[src/design/tss_pkg.sv]
// ----------------------------------------------------------------------------
// Text sentence segmenter package
// Shared types and constants for the sentence segmenter blocks.
// ----------------------------------------------------------------------------
package tss_pkg;

   // Width of one UTF-16 code unit.
   localparam int UNIT_W = 16;

   // Result queue depth and the widths that follow from it.
   localparam int QUEUE_DEPTH = 4;
   localparam int CNT_W       = $clog2(QUEUE_DEPTH + 1);

   // Results that one request can cause.
   localparam int MAX_EMIT = 2;
   localparam int EMIT_W   = $clog2(MAX_EMIT + 1);

   // Classification of one code unit.
   typedef struct packed {
      logic punct;
      logic space;
      logic latin;
   } tss_class_type;

   // One result item.
   typedef struct packed {
      logic [UNIT_W-1:0] unit;
      logic              start;
      logic              latin;
      logic              last;
   } tss_result_type;

   // Results caused by one request, in delivery order.
   typedef struct packed {
      logic [EMIT_W-1:0] num;
      tss_result_type    first;
      tss_result_type    second;
   } tss_emit_type;

endpackage

[src/design/tss_classify.sv]
// ----------------------------------------------------------------------------
// Code unit classifier
// Sorts one UTF-16 code unit into punctuation, space or Latin letter/digit.
// ----------------------------------------------------------------------------
module tss_classify (
   input  logic [tss_pkg::UNIT_W-1:0] unit,
   output tss_pkg::tss_class_type     cls
);
   import tss_pkg::*;

   always_comb begin
      // Punctuation set, ASCII and CJK forms.
      case (unit)
         16'h002E, 16'h002C, 16'h0021, 16'h003F, 16'h003B, 16'h003A,
         16'h002D, 16'h0027, 16'h0022, 16'h0028, 16'h0029, 16'h005B,
         16'h005D, 16'h007B, 16'h007D,
         16'h3002, 16'hFF0C, 16'hFF01, 16'hFF1F, 16'hFF1B, 16'hFF1A,
         16'h201C, 16'h201D, 16'h2018, 16'h2019, 16'hFF08, 16'hFF09,
         16'h3010, 16'h3011, 16'h300A, 16'h300B, 16'h3001, 16'h2014,
         16'h2026, 16'h00B7: cls.punct = 1'b1;
         default:            cls.punct = 1'b0;
      endcase

      // White space: controls, the typographic spaces and separators.
      cls.space = ((unit >= 16'h0009) && (unit <= 16'h000D)) ||
                  ((unit >= 16'h2000) && (unit <= 16'h200A)) ||
                  (unit == 16'h0020) || (unit == 16'h00A0) ||
                  (unit == 16'h2028) || (unit == 16'h2029) ||
                  (unit == 16'h202F) || (unit == 16'h205F) ||
                  (unit == 16'h3000);

      // Latin letters and decimal digits.
      cls.latin = ((unit >= 16'h0041) && (unit <= 16'h005A)) ||
                  ((unit >= 16'h0061) && (unit <= 16'h007A)) ||
                  ((unit >= 16'h0030) && (unit <= 16'h0039));
   end

endmodule

[src/design/tss_core.sv]
// ----------------------------------------------------------------------------
// Sentence state core
// Holds the sentence state and works out the results of one request.
// ----------------------------------------------------------------------------
module tss_core (
   input  logic                       clock,
   input  logic                       reset,
   input  logic                       advance,
   input  logic [tss_pkg::UNIT_W-1:0] unit,
   input  logic                       end_of_text,
   input  tss_pkg::tss_class_type     cls,
   output tss_pkg::tss_emit_type      emit
);
   import tss_pkg::*;

   logic              prev_latin_ff, prev_latin_in;
   logic              open_ff, open_in;
   logic              held_ff, held_in;
   logic [UNIT_W-1:0] held_unit_ff, held_unit_in;

   logic mode_change;
   logic open_eff;
   logic held_eff;

   // Next state and results for the current request.
   always_comb begin
      mode_change   = !cls.punct && !cls.space && (cls.latin != prev_latin_ff);
      open_eff      = open_ff && !mode_change;
      held_eff      = held_ff && !mode_change;
      prev_latin_in = prev_latin_ff;
      open_in       = open_ff;
      held_in       = held_ff;
      held_unit_in  = held_unit_ff;
      emit          = '0;

      if (cls.punct) begin
         // Punctuation closes the sentence.
         open_in      = 1'b0;
         held_in      = 1'b0;
         held_unit_in = '0;
      end else if (!cls.space) begin
         // A character: flush a held space, then the character itself.
         prev_latin_in = cls.latin;
         if (held_eff && open_eff) begin
            emit.num          = EMIT_W'(2);
            emit.first.unit   = held_unit_ff;
            emit.first.start  = 1'b0;
            emit.first.latin  = cls.latin;
            emit.first.last   = 1'b0;
            emit.second.unit  = unit;
            emit.second.start = 1'b0;
            emit.second.latin = cls.latin;
            emit.second.last  = 1'b1;
         end else begin
            emit.num         = EMIT_W'(1);
            emit.first.unit  = unit;
            emit.first.start = !open_eff;
            emit.first.latin = cls.latin;
            emit.first.last  = 1'b1;
         end
         open_in      = 1'b1;
         held_in      = 1'b0;
         held_unit_in = '0;
      end else if (!prev_latin_ff) begin
         // A space in other-script mode closes the sentence.
         open_in      = 1'b0;
         held_in      = 1'b0;
         held_unit_in = '0;
      end else if (open_ff && !held_ff) begin
         // First Latin space inside a sentence is held.
         held_in      = 1'b1;
         held_unit_in = unit;
      end

      // End of text returns everything to its reset values.
      if (end_of_text) begin
         prev_latin_in = 1'b0;
         open_in       = 1'b0;
         held_in       = 1'b0;
         held_unit_in  = '0;
      end
   end

   // State registers, updated when a request leaves the input stage.
   always_ff @(posedge clock) begin
      if (reset) begin
         prev_latin_ff <= 1'b0;
         open_ff       <= 1'b0;
         held_ff       <= 1'b0;
         held_unit_ff  <= '0;
      end else if (advance) begin
         prev_latin_ff <= prev_latin_in;
         open_ff       <= open_in;
         held_ff       <= held_in;
         held_unit_ff  <= held_unit_in;
      end
   end

endmodule

[src/design/tss_outq.sv]
// ----------------------------------------------------------------------------
// Result queue
// Shift queue that takes up to two results per cycle and delivers one while the result side is ready.
// ----------------------------------------------------------------------------
module tss_outq (
   input  logic                   clock,
   input  logic                   reset,
   input  tss_pkg::tss_emit_type  push,
   output logic                   room,
   output tss_pkg::tss_result_type head,
   output logic                   head_valid,
   input  logic                   pop_ready
);
   import tss_pkg::*;

   tss_result_type entry_ff [QUEUE_DEPTH];
   tss_result_type entry_in [QUEUE_DEPTH];
   logic [CNT_W-1:0] count_ff, count_in;
   logic [CNT_W-1:0] base;
   logic             pop;

   // Room is judged on the registered count so that the result side's ready
   // never reaches the request side's ready in the same cycle.
   assign head_valid = (count_ff != '0);
   assign head       = entry_ff[0];
   assign pop        = head_valid && pop_ready;
   assign base       = count_ff - CNT_W'(pop);
   assign room       = (count_ff <= CNT_W'(QUEUE_DEPTH - MAX_EMIT));
   assign count_in   = base + CNT_W'(push.num);

   // Shift on a pop, then place new results behind the remaining ones.
   always_comb begin
      for (int i = 0; i < QUEUE_DEPTH; i++) begin
         if (pop && (i < QUEUE_DEPTH - 1)) begin
            entry_in[i] = entry_ff[i + 1];
         end else begin
            entry_in[i] = entry_ff[i];
         end
         if ((push.num != '0) && (CNT_W'(i) == base)) begin
            entry_in[i] = push.first;
         end
         if ((push.num == EMIT_W'(2)) && (CNT_W'(i) == base + CNT_W'(1))) begin
            entry_in[i] = push.second;
         end
      end
   end

   // Payload registers.
   always_ff @(posedge clock) begin
      for (int i = 0; i < QUEUE_DEPTH; i++) begin
         entry_ff[i] <= entry_in[i];
      end
   end

   // Fill count.
   always_ff @(posedge clock) begin
      if (reset) begin
         count_ff <= '0;
      end else begin
         count_ff <= count_in;
      end
   end

endmodule

[src/design/text_sentence_segmenter_top.sv]
// ----------------------------------------------------------------------------
// Text sentence segmenter
// Path: an accepted request waits in the input register; its results enter the
// result queue once the queue has room for two more and leave from its head.
// Throughput: one request per cycle while each request yields at most one
// result; the queue delivers one result per cycle; both need rsp_tready high.
// Reset: synchronous; clears the input stage, sentence state and result queue.
// Cuts a UTF-16 stream into sentences and flags each sentence's start.
// ----------------------------------------------------------------------------
module text_sentence_segmenter_top (
   input  logic        clock,
   input  logic        reset,
   input  logic        req_tvalid,
   output logic        req_tready,
   input  logic [15:0] req_tdata,   // [15:0] code_unit
   input  logic        req_tlast,   // end_of_text
   output logic        rsp_tvalid,
   input  logic        rsp_tready,
   output logic [15:0] rsp_tdata,   // [15:0] out_unit
   output logic [1:0]  rsp_tuser,   // [0] sentence_start, [1] latin_sentence
   output logic        rsp_tlast    // last_of_run
);
   import tss_pkg::*;

   logic              in_valid_ff;
   logic [UNIT_W-1:0] in_unit_ff;
   logic              in_eot_ff;
   logic              advance;
   logic              room;
   tss_class_type     cls;
   tss_emit_type      emit;
   tss_emit_type      push;
   tss_result_type    head;

   // Input stage moves on when the queue can hold two more results.
   assign advance    = in_valid_ff && room;
   assign req_tready = !in_valid_ff || advance;

   // Input register.
   always_ff @(posedge clock) begin
      if (reset) begin
         in_valid_ff <= 1'b0;
      end else if (req_tready) begin
         in_valid_ff <= req_tvalid;
      end
   end

   always_ff @(posedge clock) begin
      if (req_tready && req_tvalid) begin
         in_unit_ff <= req_tdata;
         in_eot_ff  <= req_tlast;
      end
   end

   tss_classify u_classify (
      .unit (in_unit_ff),
      .cls  (cls)
   );

   tss_core u_core (
      .clock       (clock),
      .reset       (reset),
      .advance     (advance),
      .unit        (in_unit_ff),
      .end_of_text (in_eot_ff),
      .cls         (cls),
      .emit        (emit)
   );

   // Results enter the queue only with the request that caused them.
   always_comb begin
      push = emit;
      if (!advance) begin
         push.num = '0;
      end
   end

   tss_outq u_outq (
      .clock      (clock),
      .reset      (reset),
      .push       (push),
      .room       (room),
      .head       (head),
      .head_valid (rsp_tvalid),
      .pop_ready  (rsp_tready)
   );

   assign rsp_tdata    = head.unit;
   assign rsp_tuser[0] = head.start;
   assign rsp_tuser[1] = head.latin;
   assign rsp_tlast    = head.last;

endmodule

[config.mk]
export PLATFORM = sky130hd
export DESIGN_NAME = text_sentence_segmenter_top
export DESIGN_NICKNAME = d
export VERILOG_FILES = /design/src/design/tss_pkg.sv /design/src/design/tss_classify.sv /design/src/design/tss_core.sv /design/src/design/tss_outq.sv /design/src/design/text_sentence_segmenter_top.sv
export SDC_FILE = /design/constraint.sdc
export NUM_CORES = 1
export LEC_CHECK = 0
export BUFFER_PORTS_ARGS = -buffer_cell sky130_fd_sc_hd__buf_2
export CORE_MARGIN = 4
export CORE_UTILIZATION = 45
export DETAILED_ROUTE_END_ITERATION = 12
export GPL_ROUTABILITY_DRIVEN = 1
export GPL_TIMING_DRIVEN = 0
export HOLD_SLACK_MARGIN = 0.12
export PLACE_DENSITY = 0.72
export REMOVE_ABC_BUFFERS = 1
export SLEW_MARGIN = 20
export SYNTH_ARGS = -nofsm -noshare
export SYNTH_HDL_FRONTEND = slang
export SYNTH_SLANG_ARGS = --single-unit
[constraint.sdc]
create_clock -name clock -period 3.4 [get_ports clock]
set_clock_uncertainty 0.1 [all_clocks]
set_input_delay 0.34 -clock clock [delete_from_list [all_inputs] [get_ports clock]]
set_output_delay 0.34 -clock clock [all_outputs]
set_load 0.03 [all_outputs]
==> results.md, run 1 <==
- I/O Pins: 42
- Final min period: 3.360 ns
- Reg2reg start: in_unit_ff[5]
- Routed wire length: 16380 µm
- Placed Area: 6415 µm²
- Synth unique cells: 68
- Area grow syn2layout: 27.81%
- Gr ovfl total: 0
- # rows: 42
- FF-to-FF path depth: 10
- Clk slew on worst S/H paths: 0.05 ns
- Status: finished, final reports clean
- Pleak: 2.989 nW
- Pre-antenna DRT Iters: 7
- Routability-driven placement congestion ratio: 0.8814
- Via-per-instance ratio: 6.037
- CP Cell Sequence: nor4_4 -> o2111ai_1 -> a2111oi_1 -> or4_4 -> nor3b_4 -> buf_12 -> and2_2 -> buf_4 -> a21oi_2 -> mux2_2
- Final Slew Violations: 0
- Prevailing post-synth register cell: edfxtp_1
- Min-delay src: reset
- Global-route usage over all layers: 0.1920
- Slew HR: 0.5126
- Sequential fraction of the synthesis area: 0.5149
- Layout cell share with drive strength beyond 1: 0.3643
- CTS tree: built
- Worst R2R End: u_outq.entry_ff[0][1]
- Global-route wire length before repair: 24300 µm
- Placed Instances: 714
- Tcrit/Tclk final: 0.9883
- Pwr Density: 757.1 nW/µm²
- # setup viols final: 0
- Largest net degree at the start of global routing: 24
- Max Buffers Root-to-Sink: 2
- Worst-path maximum fanout: 13
- Worst-Margin Slew: 0.7312 ns
- Startpoint Class: flop
- Finished Layout Cells: 832
- DIE AREA: 15810 µm²
- Initial antenna violation count: 0
- Synth warn: 0
- Flop2flop setup slack: 0.04 ns
- Hold Fails Final Rpt: 0
- CP max stage cell: edfxtp_1
- Clock latency on the worst-skew pair: 0.42 ns
- Total Nets Final: 669
- Core Area: 13400 µm²
- CTS Buf Count: 17
- Synth Register Bits: 116
- CP peak stage delay: 0.49 ns
- Kind of critical path: flop to flop
- Async set or reset register ratio after synthesis: 0
- Hold Path Depth: 2
- Fin Setup TNS: 0 ns
- Hold Crit Endpoint: u_core.held_unit_ff[0]
- VDD IR max: 0.3169 mV
- Number of inserted diodes: 0
- Vias in the first global route: 4616
- Synth Cell Area: 6240 µm²
- Initial Utilization: 0.4656
- CP Capture Type: flop
- Clock Sink Count: 116
- # H-tree levels: 4
- RSZ-0062 raised after global routing: yes
- Total Power: 0.006038 W
- Cell area after layout: 7975 µm²
- Antenna-violating nets left: 0
- Avg Synthesized Cell Area: 11.68 µm²
- Root buf cell: clkbuf_16
- Post-synth EDFFs: 89
- Delay-heaviest family, CP: simple AND/OR/NAND/NOR gates
- Routed vias: 5023
- Avg WL per Cell: 19.69 µm
- Iter 0 DRT Violations: 620
- Max-Cap Viols: 0
- Die height: 125.8 µm
- Critical path arrival: 3.43 ns
- Worst path bufs/invs: 2
- Final HPWL from detailed placement: 9476 µm
- Worst min path class: input port to flop
- # port buffers: 41
- Achievable Freq: 0.2976 GHz
- DRC violations left: 0
- CP required: 3.47 ns
- Die width: 125.8 µm
- Cells after Synth: 534
-- cell families after synthesis --
| logic type | share of synthesized area |
|---|---|
| adder cells (fa/ha/maj) | 0.01123 |
| AO/OA/AOI/OAI | 0.1576 |
| XOR/XNOR | 0.005616 |
| multiplexers | 0.1081 |
| flip-flops | 0.5149 |
| AND/OR/NAND/NOR | 0.1542 |
| buffers and inverters | 0.04832 |
-- area by class of cell --
class                      count  area [µm²]
fill                        1034        5425
timing repair buffer         123       917.1
clock inverter                 6       35.03
inverter                      12       48.80
sequential                   116        3213
multi-input combinational    373        3062
clock buffer                  26       479.2
tap                          176       220.2
-- sequential cells by signal, indices dropped and copies added (netlist names) --
| register | flops |
|---|---|
| in_eot_ff | 1 |
| u_outq.count_ff | 3 |
| u_core.held_unit_ff | 16 |
| in_unit_ff | 16 |
| u_core.prev_latin_ff | 1 |
| u_core.open_ff | 1 |
| in_valid_ff | 1 |
| u_core.held_ff | 1 |
| u_outq.entry_ff | 76 |
-- metrics by stage --
| step | worst slack (ns) | hold WS (ns) | util |
|---|---|---|---|
| global placement | -1.276 | 0.3425 | 0.4782 |
| finish | 0.03975 | 0.2424 | 0.5951 |
| global route | -0.05412 | 0.2513 | 0.5951 |
| floorplan | -0.4002 | 0.3091 | - |
| detailed placement | -1.385 | 0.3528 | 0.4787 |
| CTS | 0.03984 | 0.2277 | 0.5641 |
-- power breakdown --
group,total (W),switching [W],internal [W]
Clock,0.00156,0.000595,0.000960
Sequential,0.00220,0.000132,0.00207
Combinational,0.00229,0.00135,0.000931
Total,0.00604,0.00208,0.00396
-- per-layer routing --
| layer | GRT usage | up-vias | wire [µm] |
|---|---|---|---|
| li1 | - | 2287 | - |
| met2 | 0.3125 | 275 | 7906 |
| met4 | 0.07129 | 0 | 393 |
| met3 | 0.04911 | 40 | 1355 |
| met5 | 0 | - | 0 |
| met1 | 0.2488 | 2421 | 6723 |
-- worst register-to-register path: stages (launching register included) --
cell,delay (ns)
edfxtp_1,0.49
nor4_4,0.44
o2111ai_1,0.23
a2111oi_1,0.44
or4_4,0.22
nor3b_4,0.05
buf_12,0.16
and2_2,0.23
buf_4,0.16
a21oi_2,0.21
mux2_2,0.38
-- cell usage after synthesis, drive strengths merged (2+ instances only) --
| cell | instances | area, µm² |
|---|---|---|
| a21boi | 4 | 56.31 |
| a22o | 9 | 78.83 |
| nor2 | 42 | 160.2 |
| mux2 | 50 | 604.3 |
| o21ai | 6 | 30.03 |
| xnor2 | 3 | 26.28 |
| and2 | 7 | 46.30 |
| o22ai | 22 | 137.6 |
| and3 | 7 | 43.79 |
| mux2i | 7 | 70.07 |
| a2111oi | 4 | 36.29 |
| o211ai | 4 | 30.03 |
| nand2 | 38 | 142.6 |
| dfxtp | 27 | 540.5 |
| nand4b | 3 | 26.28 |
| a22oi | 24 | 180.2 |
| a2bb2oi | 20 | 175.2 |
| ha | 4 | 50.05 |
| edfxtp | 89 | 2673 |
| a21o | 3 | 22.52 |
| inv | 12 | 45.04 |
| a31o | 2 | 17.52 |
| o2bb2a | 2 | 40.04 |
| a21oi | 14 | 70.07 |
| nor2b | 8 | 50.05 |
| clkbuf | 13 | 50.04 |
| or4 | 2 | 18.77 |
| buf | 24 | 206.4 |
| nor3 | 10 | 50.05 |
| nor3b | 8 | 71.32 |
| nand2b | 6 | 37.54 |
| nor4 | 6 | 65.06 |
| nand3 | 23 | 127.6 |
| nand3b | 2 | 15.01 |
| o21a | 2 | 15.01 |
| a31oi | 4 | 25.02 |
| nand4 | 4 | 25.02 |
| or3 | 3 | 18.77 |
-- placed cells by master, fill, tap and decap left out, types with 4 or more instances in the layout --
| master | Yosys | routed |
|---|---|---|
| edfxtp_1 | 89 | 89 |
| buf_4 | 2 | 58 |
| buf_2 | 9 | 42 |
| mux2_2 | 39 | 39 |
| nor2_1 | 41 | 37 |
| nand2_1 | 38 | 35 |
| dfxtp_1 | 27 | 27 |
| a22oi_1 | 24 | 24 |
| o22ai_1 | 22 | 20 |
| a2bb2oi_1 | 20 | 19 |
| dlygate4sd3_1 | 0 | 18 |
| nand3_1 | 22 | 17 |
| clkbuf_16 | 0 | 17 |
| a21oi_1 | 14 | 13 |
| inv_1 | 12 | 11 |
| mux2_4 | 11 | 11 |
| a22o_1 | 9 | 9 |
| nor2b_1 | 8 | 7 |
| mux2i_1 | 7 | 7 |
| nor3b_1 | 7 | 7 |
| clkbuf_1 | 12 | 7 |
| o21ai_0 | 6 | 6 |
| and3_1 | 7 | 6 |
| nand2b_1 | 6 | 6 |
| nor3_1 | 10 | 5 |
| nand3_4 | 1 | 5 |
| a31oi_1 | 4 | 4 |
| nand4_1 | 4 | 4 |
| and2_1 | 6 | 4 |
| o211ai_1 | 4 | 4 |
| nor2_2 | 1 | 4 |
| and2_4 | 1 | 4 |
| clkinv_2 | 0 | 4 |
| buf_12 | 0 | 4 |
-- what timing repair did --
action / 4_1_cts / 5_1_grt
cloned: 2 / 2
setup endpoints to repair: 152 / 143
endpoints found under the hold margin: 18 / 0
pin swaps: 7 / 12
buffers inserted: 35 / 29
hold buffers: 18 / 0
resized for setup: 31 / 29
-- worst max path at each step --
stage	from	endpoint	slack, ns	cells past startpoint
floorplan	u_outq.count_ff[0]	u_outq.entry_ff[1][0]	-0.40	10
global placement	in_unit_ff[1]	u_outq.entry_ff[1][12]	-1.28	7
detailed placement	in_unit_ff[1]	u_outq.entry_ff[1][18]	-1.39	7
CTS	in_unit_ff[10]	u_outq.count_ff[2]	0.04	12
global route	u_outq.count_ff[1]	u_outq.entry_ff[0][13]	-0.05	11
finish	in_unit_ff[5]	u_outq.entry_ff[0][1]	0.04	10
Note: power is estimated with default switching activity, not from simulation.
==> run 2, diff against run 1 <==
--- a/config.mk
+++ b/config.mk
@@ -6,6 +6,7 @@
 export NUM_CORES = 1
 export LEC_CHECK = 0
 export BUFFER_PORTS_ARGS = -buffer_cell sky130_fd_sc_hd__buf_2
+export CORE_ASPECT_RATIO = 2
 export CORE_MARGIN = 4
 export CORE_UTILIZATION = 45
 export DETAILED_ROUTE_END_ITERATION = 12
==> run 2 against run 1 <==
Effect of this change: combinational power is essentially flat; global-route usage increased by 0.51 points; clock power rose by 19%; register-to-register slack about the same; critical path depth increased by 2; sequential share of layout area rose by 0.22 points; worst hold slack better by 0.043 ns; final area down 0.53%; die area up 0.72%.
==> results.md, run 2 (synthesized netlist as in run 1, its figures left out) <==
- Avg WL per Cell: 20.90 µm
- # rows: 60
- Total Nets Final: 659
- Max reg flops: 76
- Critical path arrival: 3.41 ns
- Gr ovfl total: 0
- Initial antenna violation count: 0
- # fillers: 1042
- Final setup margin: 0.04484 ns
- I/O Pins: 42
- Multi-input gate area: 3052 µm²
- Routed vias: 5052
- Total Power: 0.006318 W
- Worst min path class: input port to flop
- Met2 usage: 0.3700
- Placed Area: 6394 µm²
- CTS Buf Count: 17
- Core Area: 13510 µm²
- # port buffers: 41
- Routed wire length: 16740 µm
- Antenna-violating nets left: 0
- Achievable Freq: 0.2980 GHz
- Global-route usage over all layers: 0.1971
- Final Slew Violations: 0
- Iter 0 DRT Violations: 457
- Pwr Density: 796.5 nW/µm²
- Kind of critical path: flop to flop
- Status: finished, final reports clean
- Tcrit/Tclk final: 0.9868
- Max-Cap Viols: 0
- Global-route wire length before repair: 25000 µm
- Grt met1 use: 0.1988
- Max Buffers Root-to-Sink: 2
- Root buf cell: clkbuf_16
- Top Registers: u_outq.entry_ff (76), in_unit_ff (16), u_core.held_unit_ff (16)
- DIE AREA: 15930 µm²
- VDD IR max: 0.3963 mV
- # H-tree levels: 4
- Die width: 91.27 µm
- Final HPWL from detailed placement: 10230 µm
- Clock latency on the worst-skew pair: 0.41 ns
- Most frequent cells in the layout: edfxtp_1 (89), buf_4 (49), buf_2 (42), nor2_1 (39), mux2_2 (39)
- Initial Utilization: 0.4618
- DRC violations left: 0
- Pleak: 2.969 nW
- Most common cell after layout, fill and taps aside: edfxtp_1
- Met3 Resource Use GR: 0.03768
- CP required: 3.46 ns
- WHS: 0.2849 ns
- Busiest grt layer: met2
- Cell area after layout: 7933 µm²
- Die height: 174.5 µm
- Most flops, register: u_outq.entry_ff
- Fin Setup TNS: 0 ns
- Worst-Margin Slew: 0.7403 ns
- Pre-antenna DRT Iters: 5
- Clk slew on worst S/H paths: 0.05 ns
- Routability-driven placement congestion ratio: 0.8891
- CP Capture Type: flop
- Hold Fails Final Rpt: 0
- Vias in the first global route: 5062
- Startpoint Class: flop
- Layout cell share with drive strength beyond 1: 0.3545
- Area grow syn2layout: 27.13%
- Final min period: 3.355 ns
- Via-per-instance ratio: 6.307
- Worst-path maximum fanout: 13
- Number of inserted diodes: 0
- # setup viols final: 0
- Slew HR: 0.5065
- Clock Sink Count: 116
- Dpl ws: -1.336 ns
- CTS tree: built
- FF/Latch Area: 3213 µm²
- Largest net degree at the start of global routing: 24
-- run 2: critical path: stages, from the launching register on --
cell,delay [ns]
dfxtp_1,0.37
or3_4,0.39
nand2_8,0.13
inv_1,0.09
ha_1,0.22
ha_4,0.25
nor2_1,0.28
ha_1,0.34
and3_2,0.31
o211ai_1,0.20
buf_4,0.16
clkinvlp_4,0.08
buf_4,0.19
-- run 2: timing repair --
action | CTS | global route
buffers inserted | 37 | 15
hold buffers | 18 | 0
pin swaps | 6 | 14
gates resized for setup | 34 | 22
hold endpoints to repair | 18 | 0
setup endpoints to repair | 154 | 139
cloned | 1 | 4
-- run 2: metal layers --
metal	wire (µm)	part of all wire
met1	5684	0.34
met5	0	0
met2	9262	0.55
met3	891	0.053
met4	902	0.054
-- run 2: final timing paths --
| kind | startpoint | end | slack [ns] | cells after the start |
|---|---|---|---|---|
| setup / recovery | u_outq.count_ff[2] | u_outq.entry_ff[3][13] | 0.04 | 12 |
| hold / removal | reset | u_core.held_unit_ff[5] | 0.28 | 2 |
| setup reg to reg | u_outq.count_ff[2] | u_outq.entry_ff[3][13] | 0.04 | 12 |
| hold reg to reg | u_core.held_unit_ff[8] | u_core.held_unit_ff[8] | 0.38 | 1 |
-- run 2: stage by stage --
step                std cells    util
floorplan                 497       -
global placement          693  0.4723
detailed placement        694  0.4731
CTS                       782  0.5658
global route              801  0.5870
finish                    801  0.5870
-- run 2: report_power, final --
group	switching, W	total [W]	internal [W]	leakage, nW
Sequential	0.000131	0.00219	0.00206	1.07
Combinational	0.00134	0.00227	0.000923	1.61
Clock	0.000634	0.00186	0.00122	0.291
-- run 2: cell type report --
cell class	instances	area share
clock buffers	19	0.05457
well taps	155	0.02445
clock inverters	13	0.02303
repair buffers	112	0.1021
multi-input cells	374	0.3847
flip-flops and latches	116	0.4050
inverters	12	0.006151
